**src/rtl/oversample_decimate_average_unit_assert.svh**
```systemverilog
// Assertion macros shared by the averager RTL.
// Each macro expects a clock named clk and a synchronous reset named rst in scope.
`ifndef OVERSAMPLE_DECIMATE_AVERAGE_UNIT_ASSERT_SVH
`define OVERSAMPLE_DECIMATE_AVERAGE_UNIT_ASSERT_SVH

// Condition must never hold outside reset
`define ODA_ASSERT_NEVER(label, cond, msg) \
  label: assert property (@(posedge clk) disable iff (rst) !(cond)) else $error(msg);

// Antecedent implies consequent in the same cycle
`define ODA_ASSERT_IMPLIES(label, ante, cons, msg) \
  label: assert property (@(posedge clk) disable iff (rst) (ante) |-> (cons)) \
    else $error(msg);

`endif

```
**src/rtl/odavg_pkg.sv**
```systemverilog
// Shared types and constants for the oversampling averager.
// No dependencies; imported by every module of the block.
package odavg_pkg;

  localparam int DEF_MAX_TARGET_BITS = 21;
  localparam int DEF_SET_COUNT_BITS  = 16;
  localparam int DEF_FRAC_BITS       = 8;

  // Native converter resolution and its full-scale code
  localparam int BASE_BITS       = 10;
  localparam int FULL_SCALE_BASE = 1023;

  // Configuration register indexes
  typedef enum logic [0:0] {
    REG_TARGET_BITS = 1'b0,
    REG_SAMPLE_SETS = 1'b1
  } cfg_reg_t;

  // Sequencer states of the top level
  typedef enum logic [0:0] {
    ST_RUN  = 1'b0,
    ST_WAIT = 1'b1
  } state_t;

  // Divider status towards the sequencer
  typedef struct packed {
    logic busy;
    logic finished;
  } div_status_t;

endpackage

```
**src/rtl/odavg_accum.sv**
```systemverilog
// Accumulation pipeline: raw sample sum, rounding decimation, set sum.
// Depends on odavg_pkg; feeds odavg_div with the scaled set total.
module odavg_accum import odavg_pkg::*; #(
  parameter int MAX_TARGET_BITS = DEF_MAX_TARGET_BITS,
  parameter int SET_COUNT_BITS  = DEF_SET_COUNT_BITS,
  parameter int FRAC_BITS       = DEF_FRAC_BITS,
  localparam int N_MAX = MAX_TARGET_BITS - BASE_BITS,
  localparam int NW    = $clog2(N_MAX + 2),
  localparam int DIV_W = MAX_TARGET_BITS + SET_COUNT_BITS + FRAC_BITS
) (
  input  logic                      clk,
  input  logic                      rst,
  input  logic                      clear,
  input  logic [NW-1:0]             n,
  input  logic [SET_COUNT_BITS-1:0] sets_eff,
  input  logic                      in_fire,
  input  logic [BASE_BITS-1:0]      sample,
  output logic                      close_set,
  output logic                      div_start,
  output logic [DIV_W-1:0]          div_dividend
);

  localparam int IN_W  = BASE_BITS + 2 * N_MAX;
  localparam int CNT_W = 2 * N_MAX + 1;
  localparam int RD_W  = MAX_TARGET_BITS;
  localparam int OUT_W = RD_W + SET_COUNT_BITS;
  localparam int SC    = SET_COUNT_BITS;

  logic [IN_W-1:0]  inner_total;
  logic [CNT_W-1:0] inner_count;
  logic [SC-1:0]    outer_count;
  logic [IN_W-1:0]  grp_sum;
  logic             grp_vld;
  logic             grp_last;
  logic [RD_W-1:0]  reading;
  logic             rd_vld;
  logic             rd_last;
  logic [OUT_W-1:0] outer_total;

  logic [CNT_W:0]   grp_size;
  logic [CNT_W-1:0] grp_top;
  logic             grp_end;
  logic             set_end;
  logic [IN_W-1:0]  raw_sum;
  logic [IN_W:0]    half;
  logic [IN_W:0]    rounded;
  logic [IN_W:0]    shifted;
  logic [OUT_W-1:0] outer_sum;

  // Group of 4^n samples; last count value closes it
  assign grp_size  = {{CNT_W{1'b0}}, 1'b1} << {n, 1'b0};
  assign grp_top   = CNT_W'(grp_size - 1'b1);
  assign grp_end   = (inner_count == grp_top);
  assign set_end   = (outer_count == SC'(sets_eff - 1'b1));
  assign raw_sum   = inner_total + IN_W'(sample);
  assign close_set = in_fire & grp_end & set_end;

  // Round to nearest: add half an LSB of the decimated reading, then drop n bits
  assign half    = (n == '0) ? '0 : ({{IN_W{1'b0}}, 1'b1} << (n - NW'(1)));
  assign rounded = {1'b0, grp_sum} + half;
  assign shifted = rounded >> n;

  assign outer_sum    = outer_total + OUT_W'(reading);
  assign div_start    = rd_vld & rd_last;
  assign div_dividend = DIV_W'(outer_sum) << FRAC_BITS;

  // Control and accumulator state
  always_ff @(posedge clk) begin
    if (rst || clear) begin
      inner_total <= '0;
      inner_count <= '0;
      outer_count <= '0;
      outer_total <= '0;
      grp_vld     <= 1'b0;
      rd_vld      <= 1'b0;
    end else begin
      grp_vld <= in_fire & grp_end;
      rd_vld  <= grp_vld;
      if (in_fire) begin
        if (grp_end) begin
          inner_total <= '0;
          inner_count <= '0;
          outer_count <= set_end ? '0 : outer_count + 1'b1;
        end else begin
          inner_total <= raw_sum;
          inner_count <= inner_count + 1'b1;
        end
      end
      // Fold the reading into the set total; restart it once handed to the divider
      if (rd_vld) begin
        outer_total <= rd_last ? '0 : outer_sum;
      end
    end
  end

  // Pipeline payload
  always_ff @(posedge clk) begin
    if (in_fire && grp_end) begin
      grp_sum  <= raw_sum;
      grp_last <= set_end;
    end
    if (grp_vld) begin
      reading <= shifted[RD_W-1:0];
      rd_last <= grp_last;
    end
  end

endmodule

```
**src/rtl/odavg_div.sv**
```systemverilog
// Bit-serial restoring divider: one quotient bit per cycle from a shared subtractor.
// Depends on odavg_pkg and the assertion macro header.
`include "oversample_decimate_average_unit_assert.svh"

module odavg_div import odavg_pkg::*; #(
  parameter int MAX_TARGET_BITS = DEF_MAX_TARGET_BITS,
  parameter int SET_COUNT_BITS  = DEF_SET_COUNT_BITS,
  parameter int FRAC_BITS       = DEF_FRAC_BITS,
  localparam int DIV_W  = MAX_TARGET_BITS + SET_COUNT_BITS + FRAC_BITS,
  localparam int MEAN_W = MAX_TARGET_BITS + FRAC_BITS
) (
  input  logic                      clk,
  input  logic                      rst,
  input  logic                      start,
  input  logic                      take,
  input  logic [DIV_W-1:0]          dividend,
  input  logic [SET_COUNT_BITS-1:0] divisor,
  output logic [MEAN_W-1:0]         quotient,
  output div_status_t               status
);

  localparam int SC     = SET_COUNT_BITS;
  localparam int STEP_W = $clog2(DIV_W);

  logic              busy;
  logic              finished;
  logic [STEP_W-1:0] step;
  logic [DIV_W-1:0]  dvd;
  logic [SC-1:0]     rem;
  logic [SC-1:0]     dsr;

  logic [SC:0]       trial;
  logic              ge;
  logic [SC-1:0]     rem_next;

  // Shift in the next dividend bit and try the subtraction
  assign trial    = {rem, dvd[DIV_W-1]};
  assign ge       = (trial >= {1'b0, dsr});
  assign rem_next = ge ? SC'(trial - {1'b0, dsr}) : trial[SC-1:0];

  assign quotient        = dvd[MEAN_W-1:0];
  assign status.busy     = busy;
  assign status.finished = finished;

  // Sequencer
  always_ff @(posedge clk) begin
    if (rst) begin
      busy     <= 1'b0;
      finished <= 1'b0;
      step     <= '0;
    end else if (start) begin
      busy     <= 1'b1;
      finished <= 1'b0;
      step     <= '0;
    end else if (busy) begin
      step <= step + 1'b1;
      if (step == STEP_W'(DIV_W - 1)) begin
        busy     <= 1'b0;
        finished <= 1'b1;
      end
    end else if (take) begin
      finished <= 1'b0;
    end
  end

  // Datapath: quotient bits replace dividend bits from the bottom
  always_ff @(posedge clk) begin
    if (start) begin
      dvd <= dividend;
      rem <= '0;
      dsr <= divisor;
    end else if (busy) begin
      dvd <= {dvd[DIV_W-2:0], ge};
      rem <= rem_next;
    end
  end

  `ODA_ASSERT_NEVER(a_busy_and_finished, busy && finished, "divider busy and finished together")
  `ODA_ASSERT_IMPLIES(a_rem_below_divisor, busy, rem < dsr, "partial remainder reached divisor")

endmodule

```
**src/rtl/oversample_decimate_average_unit.sv**
```systemverilog
// Oversampling averager: 10-bit converter samples in, mean with fraction bits out.
// Uses the sequencer here, plus the units odavg_accum and odavg_div.
// Channels: input sample on in_valid/in_ready, result (mean_q8, full_scale) on
// out_valid/out_ready. Configuration through wr_en/wr_index/wr_data: index 0 sets
// the target resolution (clamped to 10..MAX_TARGET_BITS), index 1 the number of
// decimated readings per result (zero counts as one). Any write restarts all sums.
// Throughput: one sample per cycle while a set is filling. The sample that closes
// a set drops in_ready until its mean is in the output register: the set total
// passes the group and reading registers and starts the bit-serial divider, which
// produces one quotient bit per cycle over MAX_TARGET_BITS + SET_COUNT_BITS +
// FRAC_BITS bits; the finished quotient is loaded once the output register is free,
// and only after that load is the next sample taken.
// A stalled receiver holds the result in the output register; sampling goes on,
// and only the next set's completion waits for the register to free.
// Reset: resolution 10 bits, one reading per result, all sums cleared, no result.
`include "oversample_decimate_average_unit_assert.svh"

module oversample_decimate_average_unit import odavg_pkg::*; #(
  parameter int MAX_TARGET_BITS = DEF_MAX_TARGET_BITS,
  parameter int SET_COUNT_BITS  = DEF_SET_COUNT_BITS,
  parameter int FRAC_BITS       = DEF_FRAC_BITS,
  localparam int CFG_W = (SET_COUNT_BITS > 5) ? SET_COUNT_BITS : 5
) (
  input  logic                                 clk,
  input  logic                                 rst,
  input  logic                                 wr_en,
  input  logic [0:0]                           wr_index,
  input  logic [CFG_W-1:0]                     wr_data,
  input  logic                                 in_valid,
  output logic                                 in_ready,
  input  logic [BASE_BITS-1:0]                 sample,
  output logic                                 out_valid,
  input  logic                                 out_ready,
  output logic [MAX_TARGET_BITS+FRAC_BITS-1:0] mean_q8,
  output logic [MAX_TARGET_BITS-1:0]           full_scale
);

  localparam int N_MAX  = MAX_TARGET_BITS - BASE_BITS;
  localparam int NW     = $clog2(N_MAX + 2);
  localparam int SC     = SET_COUNT_BITS;
  localparam int DIV_W  = MAX_TARGET_BITS + SET_COUNT_BITS + FRAC_BITS;
  localparam int MEAN_W = MAX_TARGET_BITS + FRAC_BITS;
  localparam int FS_W   = MAX_TARGET_BITS;

  state_t             state;
  state_t             state_next;
  logic [NW-1:0]      n;
  logic [SC-1:0]      sets;
  logic [SC-1:0]      sets_eff;
  logic [4:0]         tb_raw;
  logic [NW-1:0]      n_wr;
  logic               in_fire;
  logic               take;
  logic               close_set;
  logic               div_start;
  logic [DIV_W-1:0]   div_dividend;
  logic [MEAN_W-1:0]  quotient;
  div_status_t        div_stat;

  assign in_fire  = in_valid & in_ready;
  assign sets_eff = (sets == '0) ? SC'(1) : sets;

  // Clamp a resolution write into range and keep it as the extra bit count
  assign tb_raw = wr_data[4:0];
  always_comb begin
    priority if (tb_raw < 5'(BASE_BITS)) begin
      n_wr = '0;
    end else if (tb_raw > 5'(MAX_TARGET_BITS)) begin
      n_wr = NW'(N_MAX);
    end else begin
      n_wr = NW'(tb_raw - 5'(BASE_BITS));
    end
  end

  // Configuration registers
  always_ff @(posedge clk) begin
    if (rst) begin
      n    <= '0;
      sets <= SC'(1);
    end else if (wr_en) begin
      unique case (cfg_reg_t'(wr_index))
        REG_TARGET_BITS: n    <= n_wr;
        REG_SAMPLE_SETS: sets <= wr_data[SC-1:0];
        default:         n    <= n;
      endcase
    end
  end

  // Sequencer state register
  always_ff @(posedge clk) begin
    if (rst) begin
      state <= ST_RUN;
    end else begin
      state <= state_next;
    end
  end

  // Next state: stop taking samples from a set's close until its mean is loaded into the output register
  always_comb begin
    state_next = state;
    take       = 1'b0;
    in_ready   = 1'b0;
    unique case (state)
      ST_RUN: begin
        in_ready = 1'b1;
        if (close_set) begin
          state_next = ST_WAIT;
        end
      end
      ST_WAIT: begin
        if (div_stat.finished && (!out_valid || out_ready)) begin
          take       = 1'b1;
          state_next = ST_RUN;
        end
      end
      default: state_next = ST_RUN;
    endcase
  end

  // Output register
  always_ff @(posedge clk) begin
    if (rst) begin
      out_valid <= 1'b0;
    end else if (take) begin
      out_valid <= 1'b1;
    end else if (out_ready) begin
      out_valid <= 1'b0;
    end
  end

  always_ff @(posedge clk) begin
    if (take) begin
      mean_q8    <= quotient;
      full_scale <= FS_W'(FULL_SCALE_BASE) << n;
    end
  end

  odavg_accum #(
    .MAX_TARGET_BITS (MAX_TARGET_BITS),
    .SET_COUNT_BITS  (SET_COUNT_BITS),
    .FRAC_BITS       (FRAC_BITS)
  ) u_accum (
    .clk          (clk),
    .rst          (rst),
    .clear        (wr_en),
    .n            (n),
    .sets_eff     (sets_eff),
    .in_fire      (in_fire),
    .sample       (sample),
    .close_set    (close_set),
    .div_start    (div_start),
    .div_dividend (div_dividend)
  );

  odavg_div #(
    .MAX_TARGET_BITS (MAX_TARGET_BITS),
    .SET_COUNT_BITS  (SET_COUNT_BITS),
    .FRAC_BITS       (FRAC_BITS)
  ) u_div (
    .clk      (clk),
    .rst      (rst),
    .start    (div_start),
    .take     (take),
    .dividend (div_dividend),
    .divisor  (sets_eff),
    .quotient (quotient),
    .status   (div_stat)
  );

  `ODA_ASSERT_NEVER(a_ready_while_dividing, in_ready && div_stat.busy, "input ready during divide")
  `ODA_ASSERT_IMPLIES(a_start_in_wait, div_start, state == ST_WAIT, "divide started outside wait")
  `ODA_ASSERT_IMPLIES(a_take_finished, take, div_stat.finished && !div_stat.busy, "early take")

endmodule

```
**config.mk**
```make
export PLATFORM = sky130hd
export DESIGN_NAME = oversample_decimate_average_unit
export DESIGN_NICKNAME = d
export VERILOG_FILES = /design/src/rtl/odavg_pkg.sv /design/src/rtl/odavg_accum.sv /design/src/rtl/odavg_div.sv /design/src/rtl/oversample_decimate_average_unit.sv
export VERILOG_INCLUDE_DIRS = /design/src /design/src/rtl
export SDC_FILE = /design/constraint.sdc
export NUM_CORES = 1
export LEC_CHECK = 0
export CAP_MARGIN = 20
export CELL_PAD_IN_SITES_DETAIL_PLACEMENT = 1
export CELL_PAD_IN_SITES_GLOBAL_PLACEMENT = 1
export CORE_ASPECT_RATIO = 2
export CORE_UTILIZATION = 54
export DETAILED_ROUTE_END_ITERATION = 8
export DONT_BUFFER_PORTS = 1
export GPL_TIMING_DRIVEN = 0
export PLACE_DENSITY = 0.86
export SETUP_SLACK_MARGIN = 0.05
export SYNTH_ARGS = -nofsm -noshare
export SYNTH_HDL_FRONTEND = slang
export SYNTH_SLANG_ARGS = --single-unit
```
**constraint.sdc**
```tcl
create_clock -name clk -period 11.28 [get_ports clk]
set_input_delay 1.692 -clock clk [delete_from_list [all_inputs] [get_ports clk]]
set_output_delay 1.692 -clock clk [all_outputs]
set_load 0.1 [all_outputs]
```
==> results.sh, run 1 <==
export IMPL_status="finished, final reports clean"
export IMPL_worstReg2RegStart="n[0]$_SDFFE_PP0P_"
export IMPL_rrSetupSlack_ns=3.14
export IMPL_place_congestion=1.075
export IMPL_r2r_cells=19
export IMPL_seq_power_share_pct=47.7
export IMPL_drt_total_wl_mm=70.54
export IMPL_synth_edf_count=158
export IMPL_tightest_slew_ns=1.106
export IMPL_startpoint="n[0]$_SDFFE_PP0P_"
export IMPL_ys_flop_type="dfxtp_1"
export IMPL_die_w_um=135.8
export IMPL_crit_required_ns=11.69
export IMPL_cts_tree="built"
export IMPL_hold_viol_final=0
export IMPL_seq_area_frac_synth_pct=41.53
export IMPL_start_kind="flip-flop"
export IMPL_cp_max_fo=10
export IMPL_postCtsSetupBuffers=0
export IMPL_wl_per_cell_um=26.33
export IMPL_nNetsFinal=2321
export IMPL_antenna_found_initial=1
export IMPL_drive_above_1_share_pct=5.058
export IMPL_cts_hold_buf=0
export IMPL_rows=97
export IMPL_core_area_sq_mm=0.03520
export IMPL_grt_max_degree=45
export IMPL_cpPeakStageDelay_ns=0.86
export IMPL_p_comb_share_pct=13.9
export IMPL_fmax_ghz=0.1228
export IMPL_syn_area_sq_mm=0.01933
export IMPL_cts_resized=0
export IMPL_crit_buf_inv=6
export IMPL_grt_overflow=0
export IMPL_synthArstFlopShare_pct=0
export IMPL_synth_most_common_cell="nand2_1"
export IMPL_critical_path_class="flip-flop to flip-flop"
export IMPL_relSlewSlack_pct=25.48
export IMPL_ios=84
export IMPL_cellLeakagePower_nw=7.716
export IMPL_vias_per_cell=6.515
export IMPL_slowest_stage="a221oi_1"
export IMPL_drc=0
export IMPL_vias=17450
export IMPL_finalCritPeriodShare_pct=72.17
export IMPL_yosys_area_top_type="edfxtp_1"
export IMPL_ys_ff_latch=322
export IMPL_die_area_sq_mm=0.03660
export IMPL_power_switching_w=0.0007366
export IMPL_drtIter0Drc=861
export IMPL_busiest_layer="met2"
export IMPL_use_met3_pct=6.749
export IMPL_fillers=4122
export IMPL_post_route_min_period_ns=8.141
export IMPL_grt_use_met1_pct=33.70
export IMPL_critPathTopFamily="buffers and inverters"
export IMPL_multiInputGateArea_sq_mm=0.01050
export IMPL_p_sw_share_pct=27.67
export IMPL_diodes=0
export IMPL_drv_slew=0
export IMPL_seq_area_sq_mm=0.008028
export IMPL_dp_hpwl_mm=54.88
export IMPL_p_per_area_mw_per_mm2=127.0
export IMPL_track_usage_pct=38.51
export IMPL_ant_nets=0
export IMPL_clk_pin_slew_ns=0.07
export IMPL_synth_area_leaders="edfxtp_1, dfxtp_1, ha_1"
export IMPL_numCtsBuffers=30
export IMPL_fin_worst_skew_ns=0.02649
export IMPL_min_path_type="flip-flop to flip-flop"
export IMPL_hold_slack_ns=0.4538
export IMPL_worst_path_stages=19
export IMPL_vdd_drop_max_v=0.0001518
export IMPL_crit_end="u_accum.reading[16]$_DFFE_PP_"
export IMPL_setup_viol_count_final=0
export IMPL_grt_pass1_vias=18840
export IMPL_synthesis_nets=2282
export IMPL_timing_setup_tns_ns=0
export IMPL_synth_cells=2171
export IMPL_dr_pass1_iters=5
export IMPL_cts_root_buf="clkbuf_16"
export IMPL_crit_arrival_ns=8.55
export IMPL_grtUsageMet2_pct=72.84
export IMPL_initial_core_util_pct=54.92
export IMPL_die_h_um=269.6
export IMPL_yosys_warnings=0
export IMPL_power_w=0.002662
export IMPL_synthToLayoutAreaGrowth_pct=8.421
export IMPL_grt_pass1_wl_mm=106.6
export IMPL_clock_sinks=322
export IMPL_reg2reg_to="u_accum.reading[16]$_DFFE_PP_"
export IMPL_crit_top_cell="clkbuf_1"
export IMPL_path_cells="clkbuf_1 -> clkbuf_1 -> buf_1 -> clkbuf_1 -> buf_1 -> clkbuf_1 -> nand2_1 -> nor3_1 -> ha_1 -> fa_1 -> a211oi_1 -> o21ai_0 -> a21oi_1 -> o211ai_1 -> and2_1 -> o211ai_1 -> a221oi_1 -> mux2i_1 -> o211ai_1"
export IMPL_io_buffers=0
export IMPL_drv_cap=0
export IMPL_cts_htree_levels=1
export IMPL_p_clk_share_pct=38.4
export IMPL_cp_end_kind="flip-flop"
export IMPL_rsz0062_at_grt="no"
export IMPL_insertion_delay_ns=0.60
export IMPL_ys_top_cells_by_count="nand2_1, nor2_1, dfxtp_1"
export IMPL_synth_top_area_share_pct=24.54
export IMPL_avgSynthCellArea_sq_um=8.904
export IMPL_cts_buffer_depth=3
export IMPL_yosysUniqueCellTypes=84
export IMPL_p_int_w=0.001926
-- power by group through the flow --
stage | logic, W | clock network, W | registers [W]
final | 0.000371 | 0.00102 | 0.00127
after global routing | 0.000400 | 0.00106 | 0.00127
after CTS | 0.000364 | 0.00102 | 0.00127
after detailed placement | 0.000360 | 0 | 0.00129
after global placement | 0.000342 | 0 | 0.00129
after floorplan | 0.000254 | 0 | 0.00129
-- cells by family (layout without fill, tap and decap cells) --
logic type / after synthesis / count (layout) / share of synthesized area [%]
AND/OR/NAND/NOR: 810 / 810 / 20.58
flip-flops: 322 / 322 / 41.53
XOR/XNOR: 161 / 161 / 7.294
multiplexers: 69 / 69 / 3.871
buffers and inverters: 210 / 273 / 4.188
AO/OA/AOI/OAI: 520 / 520 / 17.28
adder cells (fa/ha/maj): 79 / 79 / 5.269
-- registers in the layout, summed over array words and instances (netlist names) --
name / flops
u_accum.grp_sum: 32
u_accum.reading: 21
u_div.dsr: 16
n: 4
u_div.busy: 1
u_div.step: 6
mean_q8: 29
out_valid: 1
u_accum.inner_count: 23
u_accum.inner_total: 32
u_div.finished: 1
u_accum.rd_vld: 1
u_div.rem: 16
u_div.dvd: 45
u_accum.outer_total: 37
sets: 16
full_scale: 21
u_accum.outer_count: 16
u_accum.grp_last: 1
state: 1
u_accum.grp_vld: 1
u_accum.rd_last: 1
-- cells in the final DEF (no fill, tap or decap), drive strengths merged, types with 47 or more instances in the layout --
| cell type | n |
|---|---|
| a21oi | 148 |
| clkbuf | 153 |
| dfxtp | 164 |
| edfxtp | 158 |
| ha | 75 |
| inv | 67 |
| mux2i | 59 |
| nand2 | 216 |
| nand3 | 100 |
| nor2 | 212 |
| nor3 | 47 |
| o21ai | 122 |
| xnor2 | 91 |
| xor2 | 70 |
-- final cells by class --
type / instances / area share [%]
Clock buffer: 39 / 3.994
Timing Repair Buffer: 7 / 0.5134
Tap cell: 445 / 2.657
Sequential cell: 322 / 38.30
Inverter: 69 / 1.236
Clock inverter: 17 / 0.5552
Buffer: 141 / 2.627
Multi-Input combinational cell: 1639 / 50.12
-- metal layers --
| metal | vias up | part of all wire (%) |
|---|---|---|
| li1 | 7955 | - |
| met1 | 8594 | 32 |
| met2 | 592 | 54 |
| met3 | 310 | 4.8 |
| met4 | 2 | 9.3 |
| met5 | - | 0.018 |
-- through the flow --
stage,cells,instance area [sq um],worst slack (ns),utilization [%]
after floorplan,2171,19330,5.562,-
after global placement,2616,19890,3.006,56.51
after detailed placement,2621,19990,3.490,56.78
after CTS,2677,20940,3.449,59.49
after global routing,2679,20960,3.029,59.55
final,2679,20960,3.139,59.55
-- worst min-delay path by stage --
stage                                     from                         to  cells after the start
floorplan           u_accum.grp_last$_DFFE_PP_  u_accum.rd_last$_DFFE_PP_                      0
global placement       u_div.dvd[17]$_DFFE_PP_      mean_q8[17]$_DFFE_PP_                      0
detailed placement     u_div.dvd[26]$_DFFE_PP_      mean_q8[26]$_DFFE_PP_                      0
CTS                    u_div.dvd[26]$_DFFE_PP_      mean_q8[26]$_DFFE_PP_                      0
global route           u_div.dvd[13]$_DFFE_PP_      mean_q8[13]$_DFFE_PP_                      0
finish                 u_div.dvd[26]$_DFFE_PP_      mean_q8[26]$_DFFE_PP_                      0
No activity file was read; power rests on OpenSTA's default activity.
==> run 2: changes to the inputs <==
--- a/config.mk
+++ b/config.mk
@@ -6,15 +6,16 @@
 export SDC_FILE = /design/constraint.sdc
 export NUM_CORES = 1
 export LEC_CHECK = 0
+export ABC_AREA = 1
 export CAP_MARGIN = 20
 export CELL_PAD_IN_SITES_DETAIL_PLACEMENT = 1
 export CELL_PAD_IN_SITES_GLOBAL_PLACEMENT = 1
 export CORE_ASPECT_RATIO = 2
-export CORE_UTILIZATION = 54
+export CORE_UTILIZATION = 48
 export DETAILED_ROUTE_END_ITERATION = 8
 export DONT_BUFFER_PORTS = 1
 export GPL_TIMING_DRIVEN = 0
-export PLACE_DENSITY = 0.86
+export PLACE_DENSITY = 0.81
 export SETUP_SLACK_MARGIN = 0.05
 export SYNTH_ARGS = -nofsm -noshare
 export SYNTH_HDL_FRONTEND = slang
==> constraint.sdc (replaced) <==
create_clock -name clk -period 8.3 [get_ports clk]
set_input_delay 1.245 -clock clk [delete_from_list [all_inputs] [get_ports clk]]
set_output_delay 1.245 -clock clk [all_outputs]
set_load 0.1 [all_outputs]
==> results.sh, run 2 <==
export IMPL_status="finished, final reports clean"
export IMPL_stdcell_count=3478
export IMPL_start_kind="flip-flop"
export IMPL_synth_cells=2876
export IMPL_timing_setup_tns_ns=0
export IMPL_cellLeakagePower_nw=9.775
export IMPL_finalCritPeriodShare_pct=56.76
export IMPL_grt_pass1_wl_mm=114.5
export IMPL_synth_most_common_cell="nand2_1"
export IMPL_crit_required_ns=8.65
export IMPL_ios=84
export IMPL_post_route_util_pct=53.15
export IMPL_cts_resized=0
export IMPL_p_per_area_mw_per_mm2=161.0
export IMPL_cts_htree_levels=1
export IMPL_drc=0
export IMPL_grt_overflow=0
export IMPL_avgSynthCellArea_sq_um=7.120
export IMPL_synth_edf_count=158
export IMPL_dp_cells=3419
export IMPL_fin_worst_skew_ns=0.02677
export IMPL_regMostFlops="u_div.dvd"
export IMPL_clk_pin_slew_ns=0.07
export IMPL_drtIter0Drc=685
export IMPL_post_route_min_period_ns=4.711
export IMPL_cts_tree="built"
export IMPL_ant_nets=0
export IMPL_numCtsBuffers=31
export IMPL_cp_end_kind="flip-flop"
export IMPL_ys_flop_type="dfxtp_1"
export IMPL_die_w_um=148.1
export IMPL_die_area_sq_mm=0.04354
export IMPL_relSlewSlack_pct=26.67
export IMPL_syn_area_sq_mm=0.02048
export IMPL_postCtsSetupBuffers=0
export IMPL_clock_sinks=322
export IMPL_drv_slew=0
export IMPL_fin_ws_ns=3.589
export IMPL_synthesis_nets=2987
export IMPL_drt_total_wl_mm=74.41
export IMPL_place_congestion=1.010
export IMPL_final_common_cell="nand2_1"
export IMPL_biggestRegsByFlops="u_div.dvd x45, u_accum.outer_total x37"
export IMPL_ys_top_cells_by_count="nand2_1, nand3_1, inv_1"
export IMPL_seq_area_frac_synth_pct=39.20
export IMPL_rsz0062_at_grt="no"
export IMPL_drv_cap=0
export IMPL_crit_arrival_ns=5.06
export IMPL_largest_register_ffs=45
export IMPL_dr_pass1_iters=5
export IMPL_final_cell_mix="nand2_1, nand3_1, inv_1"
export IMPL_cts_hold_buf=0
export IMPL_min_path_type="flip-flop to flip-flop"
export IMPL_initial_core_util_pct=48.86
export IMPL_fillers=5496
export IMPL_die_h_um=294.1
export IMPL_wl_per_cell_um=21.39
export IMPL_drive_above_1_share_pct=3.779
export IMPL_antenna_found_initial=0
export IMPL_yosys_area_top_type="edfxtp_1"
export IMPL_vias_per_cell=5.739
export IMPL_grt_max_degree=37
export IMPL_synth_top_area_share_pct=23.17
export IMPL_insertion_delay_ns=0.61
export IMPL_core_area_sq_mm=0.04191
export IMPL_hold_slack_ns=0.4270
export IMPL_critical_path_class="flip-flop to flip-flop"
export IMPL_fmax_ghz=0.2123
export IMPL_nNetsFinal=3024
export IMPL_vdd_drop_max_v=0.0001499
export IMPL_io_buffers=0
export IMPL_vias=19960
export IMPL_yosysUniqueCellTypes=53
export IMPL_cp_max_fo=11
export IMPL_cts_root_buf="clkbuf_16"
export IMPL_setup_viol_count_final=0
export IMPL_rows=106
export IMPL_hold_viol_final=0
export IMPL_grt_pass1_vias=21850
export IMPL_yosys_warnings=0
export IMPL_track_usage_pct=34.35
export IMPL_cts_buffer_depth=3
export IMPL_synth_area_leaders="edfxtp_1, dfxtp_1, nand2_1"
export IMPL_rrSetupSlack_ns=3.59
export IMPL_dp_hpwl_mm=60.66
export IMPL_synthArstFlopShare_pct=0
export IMPL_ys_ff_latch=322
export IMPL_pre_cts_slack_ns=3.642
export IMPL_tightest_slew_ns=1.099
export IMPL_synthToLayoutAreaGrowth_pct=8.768
-- run 2: cell count changes after synthesis, sizes merged, moves of 21 or more --
cell	delta
nand3	+275
a21o	-25
xnor2	-65
and3	-28
a31oi	-21
inv	+289
o21ai	-39
nand4	+24
a211oi	-23
or3	-26
mux2i	-56
clkbuf	-43
nand2b	-22
nand2	+610
-- run 2: layout make-up --
type	count	area, sq um	share of cell area [%]
clock buffer	41	823.3	3.696
timing repair buffer	4	95.09	0.4269
inverter	358	1349	6.055
tap	540	675.6	3.033
antenna	1	2.502	0.01123
multi-input combinational	2100	10700	48.02
sequential	322	8028	36.04
clock inverter	16	188.9	0.8482
buffer	96	416.7	1.871
-- run 2: path summary, 6_finish.rpt --
path	startpoint	depth (start not counted)	endpoint
min reg2reg	u_accum.grp_last$_DFFE_PP_	0	u_accum.rd_last$_DFFE_PP_
max	n[2]$_SDFFE_PP0P_	19	u_accum.reading[15]$_DFFE_PP_
min	u_accum.grp_last$_DFFE_PP_	0	u_accum.rd_last$_DFFE_PP_
max reg2reg	n[2]$_SDFFE_PP0P_	19	u_accum.reading[15]$_DFFE_PP_
-- run 2: critical path: stages, from the launching register on --
cell      delay [ns]
dfxtp_1         0.32
buf_4           0.17
inv_2           0.08
buf_6           0.17
clkbuf_1        0.50
ha_1            0.34
inv_1           0.17
nand2_1         0.10
nor2_1          0.23
ha_1            0.36
a21oi_1         0.34
o21ai_0         0.32
a21oi_1         0.25
nand2_1         0.20
nand3b_1        0.16
nand3_1         0.14
nand3_1         0.15
nand3_1         0.14
nand3_1         0.22
nand3_1         0.09
-- run 2: power by group --
group / switching [W] / internal, W
clock: 0.000657 / 0.000821
combinational: 0.000288 / 0.000118
sequential: 0.0000194 / 0.00168
-- run 2: through the flow --
| step | total power (W) | cell area, sq um |
|---|---|---|
| after detailed placement | 0.002138 | 21230 |
| after floorplan | 0.002006 | 20480 |
| after global routing | 0.003695 | 22270 |
| final | 0.003587 | 22270 |
| after CTS | 0.003595 | 22240 |
| after global placement | 0.002122 | 21150 |
-- run 2: kinds of logic (layout without fill, tap and decap cells) --
| family | Yosys count | in the layout | share of synthesized area (%) |
|---|---|---|---|
| compound gates | 332 | 332 | 9.189 |
| other cells | 0 | 1 | 0 |
| mux | 3 | 3 | 0.1466 |
| xor+xnor | 94 | 94 | 4.020 |
| simple gates | 1592 | 1592 | 33.86 |
| flops | 322 | 322 | 39.20 |
| fa+ha+maj | 79 | 79 | 4.973 |
| buf+inv | 454 | 515 | 8.609 |
-- run 2: per-layer routing --
metal  routed length [um]  track usage [%]  vias up
met5                    0                0        -
met2                41000            68.08      517
met4                 6621            28.51        0
met1                24100            29.56     9566
met3                 2678            4.388      302
li1                     -                -     9575
